File: src/rtl/core/cna_pkg.sv
package cna_pkg;

  // Identifier space
  localparam int unsigned NUM_W      = 15;
  localparam int unsigned MAX_NUMBER = 32767;

  // Bitmap organization: one used mark per bit, WORD_W marks per memory row
  localparam int unsigned WORD_W = 32;
  localparam int unsigned OFF_W  = $clog2(WORD_W);
  localparam int unsigned ADDR_W = NUM_W - OFF_W;
  localparam int unsigned WORDS  = 2 ** ADDR_W;

  typedef logic [NUM_W-1:0]  num_t;
  typedef logic [ADDR_W-1:0] waddr_t;
  typedef logic [OFF_W-1:0]  off_t;
  typedef logic [WORD_W-1:0] word_t;

  typedef enum logic {
    ACT_ALLOC   = 1'b0,
    ACT_RELEASE = 1'b1
  } action_t;

  typedef struct packed {
    action_t action;
    num_t    number;
  } cmd_t;

  typedef struct packed {
    num_t granted;
    logic exhausted;
  } res_t;

  typedef enum logic [1:0] {
    ST_CLEAR,
    ST_IDLE,
    ST_EVAL,
    ST_REL
  } state_t;

  // Which bits of the current row take part in the search
  typedef enum logic [1:0] {
    SCAN_ALL,
    SCAN_UPPER,
    SCAN_LOWER
  } scan_mode_t;

  typedef struct packed {
    word_t      bits;
    waddr_t     addr;
    off_t       off;
    scan_mode_t mode;
  } scan_req_t;

  typedef struct packed {
    logic found;
    off_t bit_idx;
  } scan_rsp_t;

endpackage

File: src/rtl/core/cna_word_scan.sv
module cna_word_scan (
  input  cna_pkg::scan_req_t req,
  output cna_pkg::scan_rsp_t rsp
);
  import cna_pkg::*;

  num_t num;
  logic in_range;
  logic keep;

  // Lowest free, in-range, unmasked bit of one row
  always_comb begin
    rsp      = '0;
    num      = '0;
    in_range = 1'b0;
    keep     = 1'b0;
    for (int b = WORD_W - 1; b >= 0; b--) begin
      num      = {req.addr, off_t'(b)};
      in_range = (num != '0) && (num <= num_t'(MAX_NUMBER));
      case (req.mode)
        SCAN_UPPER: keep = (off_t'(b) >= req.off);
        SCAN_LOWER: keep = (off_t'(b) < req.off);
        default:    keep = 1'b1;
      endcase
      if (!req.bits[b] && in_range && keep) begin
        rsp.found   = 1'b1;
        rsp.bit_idx = off_t'(b);
      end
    end
  end

endmodule

File: config.mk
export PLATFORM = sky130hd
export DESIGN_NAME = cna_word_scan
export DESIGN_NICKNAME = d
export VERILOG_FILES = /design/src/rtl/core/cna_pkg.sv /design/src/rtl/core/cna_word_scan.sv
export SDC_FILE = /design/constraint.sdc
export NUM_CORES = 1
export LEC_CHECK = 0
export ABC_AREA = 1
export BUFFER_PORTS_ARGS = -buffer_cell sky130_fd_sc_hd__clkbuf_2
export CORE_MARGIN = 3
export CORE_UTILIZATION = 52
export DETAILED_ROUTE_END_ITERATION = 7
export GPL_ROUTABILITY_DRIVEN = 1
export PLACE_DENSITY = 0.84
export SYNTH_ARGS = -nofsm -noshare
export SYNTH_HDL_FRONTEND = slang
export SYNTH_SLANG_ARGS = --single-unit
File: constraint.sdc
create_clock -name vclk -period 3.61
set_input_delay 0.5415 -clock vclk [all_inputs]
set_output_delay 0.5415 -clock vclk [all_outputs]
set_load 0.01 [all_outputs]
## Yosys cells after proc, flatten, opt, wreduce, memory -nomap -nowiden

Cells that the tools add are included.
Widths: inputs -> output; s select.

| storage, ports and cells | value |
|---|---|
| register bits | 0 |
| output and inout port bits | 6 |
| logic and storage cells | 260 |

| operators by class | value |
|---|---|
| $lt $le $gt $ge | 96 |
| eq/ne operators | 2 |
| mux-type cells | 64 |
| reductions and logical operators | 98 |

Operators by type and width:

| kind | number |
|---|---|
| $le 15x15->1 const B | 32 |
| $mux 6 | 32 |
| $ge 5x5->1 const A | 16 |
| $lt 5x5->1 const A | 16 |
| $logic_and 1x1->1 | 65 |
| $pmux 1 s2 | 32 |
| $ge 4x5->1 const A | 8 |
| $lt 4x5->1 const A | 8 |
| $logic_not 1->1 | 32 |
| $ge 3x5->1 const A | 4 |
| $lt 3x5->1 const A | 4 |
| $ge 1x5->1 const A | 2 |
| $ge 2x5->1 const A | 2 |
| $lt 1x5->1 const A | 2 |
| $lt 2x5->1 const A | 2 |
| $reduce_bool 10->1 | 1 |
| $eq 2x1->1 const B | 1 |
| $eq 2x2->1 const B | 1 |

## Depth between registers and ports, before layout

Gate-level depths: netlist (run 1).

| logic depth | value |
|---|---|
| word-level depth | 35 |
| gate-level depth with buffers | 30 |
| gate-level depth less buffers | 30 |

## Worst setup path before layout (run 1)

OpenSTA, ideal clock, no wires.

| timing | value |
|---|---|
| path type | input port to output port |
| start point | in req[0] (netlist name) |
| end point | out rsp[0] (netlist name) |
| arrival time | 2420 ps |
| data required time | 3069 ps |
| setup slack | 648 ps |
| stages | 29 |
| path buffers | 0 |
| path through | inv_1 ha_1 a21oi_4 nand3_2 nand2_1 nand2_1 nand2_1 nand2_1 nand2_1 nand2_1 nand2_1 nand2_1 nand2_1 nand2_1 nand2_1 nand2_1 nand2_1 nand2_1 nand2_1 nand2_1 nand2_1 nand2_1 nand2_1 nand2_1 nand2_1 nand2_1 nand2_1 nand2_1 a21oi_2 |

RTL lines:

| element | line | source |
|---|---|---|
| from (decl) | cna_word_scan.sv:2 | `input cna_pkg::scan_req_t req,` |
| to (decl) | cna_word_scan.sv:3 | `output cna_pkg::scan_rsp_t rsp` |

==> results of run 1 <==
[power groups by stage]
stage | Clock (mW) | Combinational (mW) | Sequential [mW]
4_1_cts | 0 | 0.234 | 0
2_1_floorplan | 0 | 0.169 | 0
3_5_place_dp | 0 | 0.233 | 0
5_1_grt | 0 | 0.269 | 0
6_report | 0 | 0.241 | 0
3_3_place_gp | 0 | 0.230 | 0
[placed cells by master, fill, tap and decap left out, types with 2 or more instances in the layout]
cell	count
a21o_2	2
a21oi_1	17
a21oi_2	2
a31o_2	6
a31oi_1	4
buf_4	5
clkbuf_2	55
inv_1	38
inv_2	5
nand2_1	77
nand2_2	2
nand3_1	9
nand3_2	2
nand4_1	2
nor2_1	28
nor2_2	5
nor3_1	4
nor4_1	2
o211ai_1	6
o21ai_0	17
o21ai_1	3
o21bai_1	7
or2_2	2
[critical path: cells and delay by family]
family	cells	cell delay, ns
compound gates	6	0.90
fa+ha+maj	1	0.23
buf+inv	5	0.61
simple gates	6	0.51
[per-layer routing]
layer	track usage (%)	vias up	share of wire, %
li1	-	975	-
met1	32.7	813	43
met2	41.7	97	46
met5	0	-	0
met3	2.76	8	9.8
met4	5.08	0	1.5
[repair_timing]
item,in CTS,in global routing
endpoints found under the setup margin,0,4
resized for setup,0,4
hold buffers,0,0
[final cells by class]
cell class                 count  share of cell area (%)
inverter                      44                    10.1
multi-input combinational    211                    68.5
tap                           28                    2.15
timing repair buffer          60                    19.2
[Yosys cell counts, types with 2 or more instances]
cell and count:
buf_4 2, nand2_1 77, buf_6 3, a31o_2 6
a31oi_1 4, nand3_1 9, nand3_2 2, nor2_1 28
or2_2 2, a21o_2 2, clkbuf_1 2, inv_1 38
nand2_2 2, nor2_2 5, a21oi_2 2, nor3_1 4
o21bai_1 7, a21oi_1 17, o21ai_1 3, inv_2 5
ha_1 2, o21ai_0 17, nand4_1 2, o211ai_1 6
nor4_1 3
[logic make-up (layout without fill, tap and decap cells)]
group           after synthesis  after routing
fa+ha+maj                     2              2
simple gates                135            135
buf+inv                      52            104
compound gates               74             74
[how the worst max path moves through the flow]
stage               slack (ns)      to    from
finish                    0.26  rsp[1]  req[1]
floorplan                 0.65  rsp[0]  req[0]
CTS                       0.15  rsp[0]  req[0]
detailed placement        0.15  rsp[0]  req[0]
global route            -0.005  rsp[0]  req[0]
global placement          0.24  rsp[0]  req[0]
==> key figures, run 1 <==
Outcome
  • Status: finished clean

STA
  • Relative slew margins: 75.0%
  • Fin crit period: 3.35 ns
  • Hold_ws: 1.47 ns
  • Fin. Hold Viols: 0
  • Final Max Tran Viols: 0
  • Measured slew at the worst slew-check pin: 0.372 ns
  • Worst Slack Setup Final: 0.263 ns
  • Setup TNS: 0 ns
  • RSZ-0062 raised after global routing: true
  • Fin crit share: 92.7%
  • Max Freq: 299 MHz
  • Final setup viols: 0

Critical path
  • Worst path max stage delay: 0.23 ns
  • Crit path top cell by count: nor2_1
  • Worst setup path category: in -> out
  • Worst-path maximum fanout: 9
  • Slowest-stage cell, CP: ha_2
  • CP Capture Type: primary output
  • WP data required: 3.07 ns
  • Worst path arrival time: 2.81 ns
  • Startpoint types: input pin
  • Cells along the critical path: clkbuf_2 > inv_1 > ha_2 > inv_1 > buf_4 > o21ai_0 > o21bai_1 > nand2_1 > nor2_1 > nor2_1 > o21ai_1 > nand3_1 > a21oi_1 > nor2_1 > o211ai_1 > a31oi_1 > nor2_1 > clkbuf_2

Global route
  • Largest net degree at the start of global routing: 14
  • Initial antenna violation count: 0
  • Overall global routing resource usage: 24.4%
  • First-pass GRT wire length: 6.65 mm
  • Vias in the first global route: 1591
  • Gr ovfl total: 0

Power and ir drop
  • Share of power burned in registers: 0%
  • Total power: 0.241 mW
  • Leak: 0.915 nW
  • Comb power frac: 100.0%
  • Cell-internal power: 0.0964 mW
  • Switching Fraction: 60.0%
  • Clk network pwr share: 0%
  • Switch Pwr: 0.144 mW
  • Power per standard cell area: 148 nW/um^2
  • Worst vdd ir: 86.7 uV

Floorplanning
  • Die Y: 56.6 um
  • Starting Density: 57.4%
  • Die Wd: 56.6 um
  • # rows: 17
  • I/O pin total: 55
  • Core area: 2320 um^2
  • Die ar.: 3200 um^2

Cells and area
  • Fillers: 253
  • Layout cells sized above 1: 29.5%
  • Post-route core utilization: 70.3%
  • Area of the multi-input gates: 1120 um^2
  • Clkbuf count: 0
  • Nets: 368
  • Cell area after layout: 1630 um^2
  • Cell Count, Final, Fillers Out: 343
  • Reg area: 0 um^2
  • Antenna diodes: 0
  • Syn-to-layout area delta: 22.5%
  • FF+latch count: 0

Synthesis
  • Post-synthesis adder-cell area fraction: 1.88%
  • Leading area contributor after synthesis: nand2_1
  • Synthesis warning total: 0
  • Multiplexer share of the synthesized area: 0%
  • Synth Area in Compound Gates: 37.0%
  • Sequential-to-total area share from yosys stat: 0%
  • Synth top area cells: nand2_1, inv_1, nor2_1, a21oi_1, o21ai_0
  • Net count after synthesis: 314
  • Syn Inst Count: 263
  • Synth Area in Simple Gates: 43.4%
  • Main combinational cell family by area after synthesis: simple AND/OR/NAND/NOR gates
  • Post-synthesis xor/xnor area fraction: 0%
  • Netlist cell types: 38
  • Syn_area_per_cell: 5.06 um^2
  • Share of the synthesized area in the top cell type: 21.7%
  • Synthesized cell area: 1330 um^2

Hold path
  • WHS Path Cells: 4
  • Hold EP: rsp[0]
  • Hold path start: req[18]
  • HP Class: in -> out

Placement
  • GP Congestion: 0.989
  • Placed cell area: 1610 um^2
  • # port buffers: 55
  • Pre-CTS setup slack: 0.152 ns
  • Placed instance count: 343
  • Final HPWL DP: 3.52 mm

Routing
  • Via count: 1893
  • Remaining DRCs: 0
  • Initial DRT Pass Iterations: 4
  • Routed WL per cell: 12.1 um
  • Iteration-0 DRC count of the detailed router: 70
  • Vias per inst: 5.52
  • Post-DRT Antenna Nets: 0
  • WL final: 4.14 mm

CTS
  • Post-CTS setup repair buffer count: 0

Flow run
  • Maxcap violations: 0
(Power assumes the default switching activity.)
==> inputs of run 2 (changes only) <==
- CELL_PAD_IN_SITES_DETAIL_PLACEMENT: unset -> 1
- CELL_PAD_IN_SITES_GLOBAL_PLACEMENT: unset -> 1
- CORE_UTILIZATION: 52 -> 32
- PLACE_DENSITY: 0.84 -> 0.82
- RECOVER_POWER: unset -> 100
==> run 2 against run 1 <==
  * Core utilization shrank 25 points
  * Cell count grew 7.6%
  * Via count grew 2.8%
  * Worst hold slack gained 0.0059 ns
  * Die area grew 55%
  * Clock-buffer cell count is the same
  * Critical endpoint unchanged
==> key figures, run 2 (synthesis gave the netlist of run 1 again) <==
Floorplanning
  • Die Y: 70.5 um
  • Core area: 3830 um^2
  • I/O pin total: 55
  • Die ar.: 4970 um^2
  • # rows: 22
  • Die Wd: 70.5 um
  • Starting Density: 34.8%

Cells and area
  • Layout cells sized above 1: 30.5%
  • Antenna diodes: 0
  • Post-route core utilization: 45.1%
  • Commonest cells after routing, fill and taps aside: nand2_1, clkbuf_2, inv_1
  • Nets: 374
  • Clkbuf count: 0
  • Reg area: 0 um^2
  • Most common cell after layout, fill and taps aside: nand2_1
  • FF+latch count: 0
  • Syn-to-layout area delta: 29.7%

Global route
  • Largest net degree at the start of global routing: 14
  • Vias in the first global route: 1931
  • GR Util met1: 24.9%
  • Initial antenna violation count: 0
  • Routing usage on met3: 1.44%
  • Gr ovfl total: 0
  • Overall global routing resource usage: 19.9%
  • Global route hottest layer: met2
  • Met2 GRT Util: 38.1%
  • First-pass GRT wire length: 8.36 mm

Critical path
  • Worst-path maximum fanout: 7
  • Startpoint types: input pin
  • CP Capture Type: primary output
  • WP data required: 3.07 ns
  • Worst path arrival time: 2.84 ns
  • Worst setup path category: in -> out

Power and ir drop
  • Total power: 0.260 mW
  • Worst vdd ir: 68.6 uV
  • Leak: 0.939 nW
  • Power per standard cell area: 151 nW/um^2

STA
  • Worst Slack Setup Final: 0.233 ns
  • Relative slew margins: 74.9%
  • Max Freq: 296 MHz
  • Hold_ws: 1.47 ns
  • Final setup viols: 0
  • Fin crit share: 93.5%
  • Final Max Tran Viols: 0
  • Fin crit period: 3.38 ns
  • Setup TNS: 0 ns
  • Measured slew at the worst slew-check pin: 0.373 ns
  • Fin. Hold Viols: 0

Routing
  • Routed WL per cell: 14.3 um
  • Vias per inst: 5.27
  • Post-DRT Antenna Nets: 0
  • Remaining DRCs: 0
  • Via count: 1946
  • Initial DRT Pass Iterations: 4
  • Iteration-0 DRC count of the detailed router: 50
  • WL final: 5.28 mm

CTS
  • Hold buffer count at cts: 0

Placement
  • Final HPWL DP: 4.32 mm
  • Pre-CTS setup slack: 0.107 ns
  • # port buffers: 55
  • GP Congestion: 0.920

Flow run
  • Maxcap violations: 0

Hold path
  • HP Class: in -> out

Outcome
  • Status: finished clean
[run 2: changes by cell type in the layout (fill, tap and decap cells not counted), moves of 2 or more]
cell and change:
clkbuf_1 +4, clkbuf_4 +2, nor2_4 +2, buf_4 +5, inv_1 -2, inv_2 +2, clkbuf_2 -7
[run 2: what timing repair did]
item	4_1_cts	5_1_grt
buffers inserted	0	4
resized for setup	0	20
endpoints found under the setup margin	0	2
[run 2: worst max-delay path, cell delays in order]
cell      delay [ns]
buf_4           0.13
inv_2           0.06
ha_4            0.21
buf_4           0.16
inv_1           0.21
o21ai_0         0.19
o21ai_0         0.11
a31o_2          0.18
nand2_1         0.06
o21ai_1         0.14
nand3_1         0.10
a21oi_1         0.17
nor2_1          0.06
o211ai_1        0.16
a31oi_1         0.09
nor2_1          0.10
clkbuf_1        0.16
[run 2: stage by stage]
stage	std cells	cell area, um^2
after CTS	365	1650
after floorplan	263	1330
after global placement	365	1650
after global routing	369	1730
final	369	1730
after detailed placement	365	1650
[run 2: final timing paths]
path / from / to / slack, ns / depth (start not counted)
hold / removal: req[18] / rsp[0] / 1.47 / 4
setup / recovery: req[0] / rsp[1] / 0.23 / 17
[run 2: final cells by class]
| class | instances | area, um^2 |
|---|---|---|
| Tap cell | 48 | 60.1 |
| Timing Repair Buffer | 66 | 362 |
| Fill cell | 599 | 2100 |
| Multi-Input combinational cell | 211 | 1140 |
| Inverter | 44 | 165 |
[run 2: power by group]
part	switching (mW)	leakage, nW	internal (mW)
registers	0	0	0
logic	0.155	0.939	0.105
clock network	0	0	0
[run 2: per-layer routing]
metal | vias up | wire length [um]
met5 | - | 0
met4 | 0 | 6
met3 | 2 | 387
met2 | 71 | 2620
met1 | 888 | 2260
li1 | 985 | -
==> inputs of run 3 (changes only) <==
- BUFFER_PORTS_ARGS: -buffer_cell sky130_fd_sc_hd__clkbuf_2 -> unset
- CORE_UTILIZATION: 32 -> 40
- DONT_BUFFER_PORTS: unset -> 1
- PLACE_DENSITY: 0.82 -> 0.78
==> run 3 against run 2 <==
  * Wire length decreased by 11%
  * Sequential cell count stayed put
  * Non-clock buffer count is 62 lower
  * Design area fell by 22%
  * Maximum frequency up 0.63%
  * First-iteration DRC count is 6.0% lower
  * Die area decreased by 18%
  * Sequential share of layout area did not move
  * Combinational power decreased by 21%
  * Cell count is 18% lower
  * Critical path type unchanged
  * Largest power group unchanged
==> key figures, run 3 (synthesis gave the netlist of run 1 again) <==
Critical path
  • Worst path arrival time: 2.81 ns
  • Worst setup path category: in -> out
  • CP Capture Type: primary output
  • Worst-path maximum fanout: 7
  • WP data required: 3.07 ns
  • Startpoint types: input pin

Floorplanning
  • Starting Density: 42.9%
  • # rows: 20
  • Die Y: 63.7 um
  • I/O pin total: 55
  • Die ar.: 4060 um^2
  • Die Wd: 63.7 um
  • Core area: 3100 um^2

Routing
  • Remaining DRCs: 0
  • Via count: 1738
  • Iteration-0 DRC count of the detailed router: 47
  • WL final: 4.71 mm
  • Routed WL per cell: 15.5 um
  • Vias per inst: 5.74
  • Post-DRT Antenna Nets: 0
  • Initial DRT Pass Iterations: 4

Cells and area
  • Commonest cells after routing, fill and taps aside: nand2_1, inv_1, nor2_1
  • Syn-to-layout area delta: 1.50%
  • Most common cell after layout, fill and taps aside: nand2_1
  • Layout cells sized above 1: 13.1%
  • Antenna diodes: 0
  • Reg area: 0 um^2
  • Cell area after layout: 1350 um^2
  • Area of the multi-input gates: 1110 um^2
  • FF+latch count: 0
  • Cell Count, Final, Fillers Out: 303
  • Nets: 312
  • Fillers: 507
  • Clkbuf count: 0

Global route
  • Overall global routing resource usage: 23.0%
  • Vias in the first global route: 1708
  • Gr ovfl total: 0
  • First-pass GRT wire length: 7.82 mm
  • Largest net degree at the start of global routing: 14
  • Initial antenna violation count: 0

STA
  • Final setup viols: 0
  • Measured slew at the worst slew-check pin: 0.464 ns
  • RSZ-0062 raised after global routing: false
  • Fin crit period: 3.36 ns
  • Relative slew margins: 68.8%
  • Max Freq: 298 MHz
  • Setup TNS: 0 ns
  • Fin. Hold Viols: 0
  • Fin crit share: 93.0%
  • Final Max Tran Viols: 0

Flow run
  • Maxcap violations: 0

Placement
  • # port buffers: 0
  • Placed instance count: 303
  • Final HPWL DP: 4.05 mm
  • GP Congestion: 0.913
  • Placed cell area: 1350 um^2

Hold path
  • WHS Path Cells: 2
  • HP Class: in -> out

Outcome
  • Status: finished clean

Power and ir drop
  • Cell-internal power: 0.0733 mW
  • Switch Pwr: 0.133 mW
  • Worst vdd ir: 47.1 uV
  • Comb power frac: 100.0%
  • Clk network pwr share: 0%
  • Switching Fraction: 64.5%
  • Share of power burned in registers: 0%
  • Power per standard cell area: 153 nW/um^2
  • Leak: 0.674 nW
-- run 3: cell types whose count changed in the layout (fill, tap and decap cells not counted), moves of 2 or more --
cell,previous run,this run
buf_4,10,2
clkbuf_2,48,1
inv_1,36,38
inv_2,7,5
clkbuf_4,2,0
nor2_4,2,0
clkbuf_1,4,1
-- run 3: metrics by stage --
step,total power [mW],util (%),hold slack [ns],setup slack [ns]
4_1_cts,0.204,43.4,1.30,0.221
2_1_floorplan,0.169,-,1.28,0.648
5_1_grt,0.235,43.5,1.33,0.0314
3_3_place_gp,0.198,43.4,1.29,0.286
3_5_place_dp,0.203,43.4,1.30,0.232
6_report,0.206,43.5,1.30,0.254
-- run 3: timing repair --
action,in CTS,in global routing
gates resized for setup,0,3
hold buffers,0,0
buffers inserted,0,0
setup endpoints to repair,0,1
-- run 3: metal layers --
| layer | vias up | part of all wire, % | global-route usage (%) |
|---|---|---|---|
| met5 | - | 0 | 0 |
| met4 | 0 | 1.4 | 4.85 |
| met1 | 814 | 47 | 31.0 |
| li1 | 860 | - | - |
| met3 | 6 | 5.3 | 2.14 |
| met2 | 58 | 46 | 39.4 |
-- run 3: final timing paths --
| kind | start | end | slack, ns |
|---|---|---|---|
| worst min-delay path | req[18] | rsp[0] | 1.30 |
| worst max-delay path | req[1] | rsp[2] | 0.25 |
-- run 3: final cells by class --
class	instances	area share [%]
inverter	44	12.2
tap	44	4.07
timing repair buffer	4	1.76
multi-input combinational	211	81.9
-- run 3: power by group through the flow --
stage,Clock [mW],Combinational [mW],Sequential (mW)
finish,0,0.206,0
global placement,0,0.198,0
floorplan,0,0.169,0
global route,0,0.235,0
detailed placement,0,0.203,0
CTS,0,0.204,0
-- run 3: worst max-delay path, cell delays in order --
cell and delay, ns:
inv_1 0.04, ha_2 0.27, inv_1 0.17, clkbuf_1 0.20
nor2_1 0.15, inv_1 0.09, o21ai_0 0.18, a21oi_1 0.05
or2_2 0.29, nand2_1 0.10, inv_1 0.06, a311o_1 0.31
a21boi_0 0.33
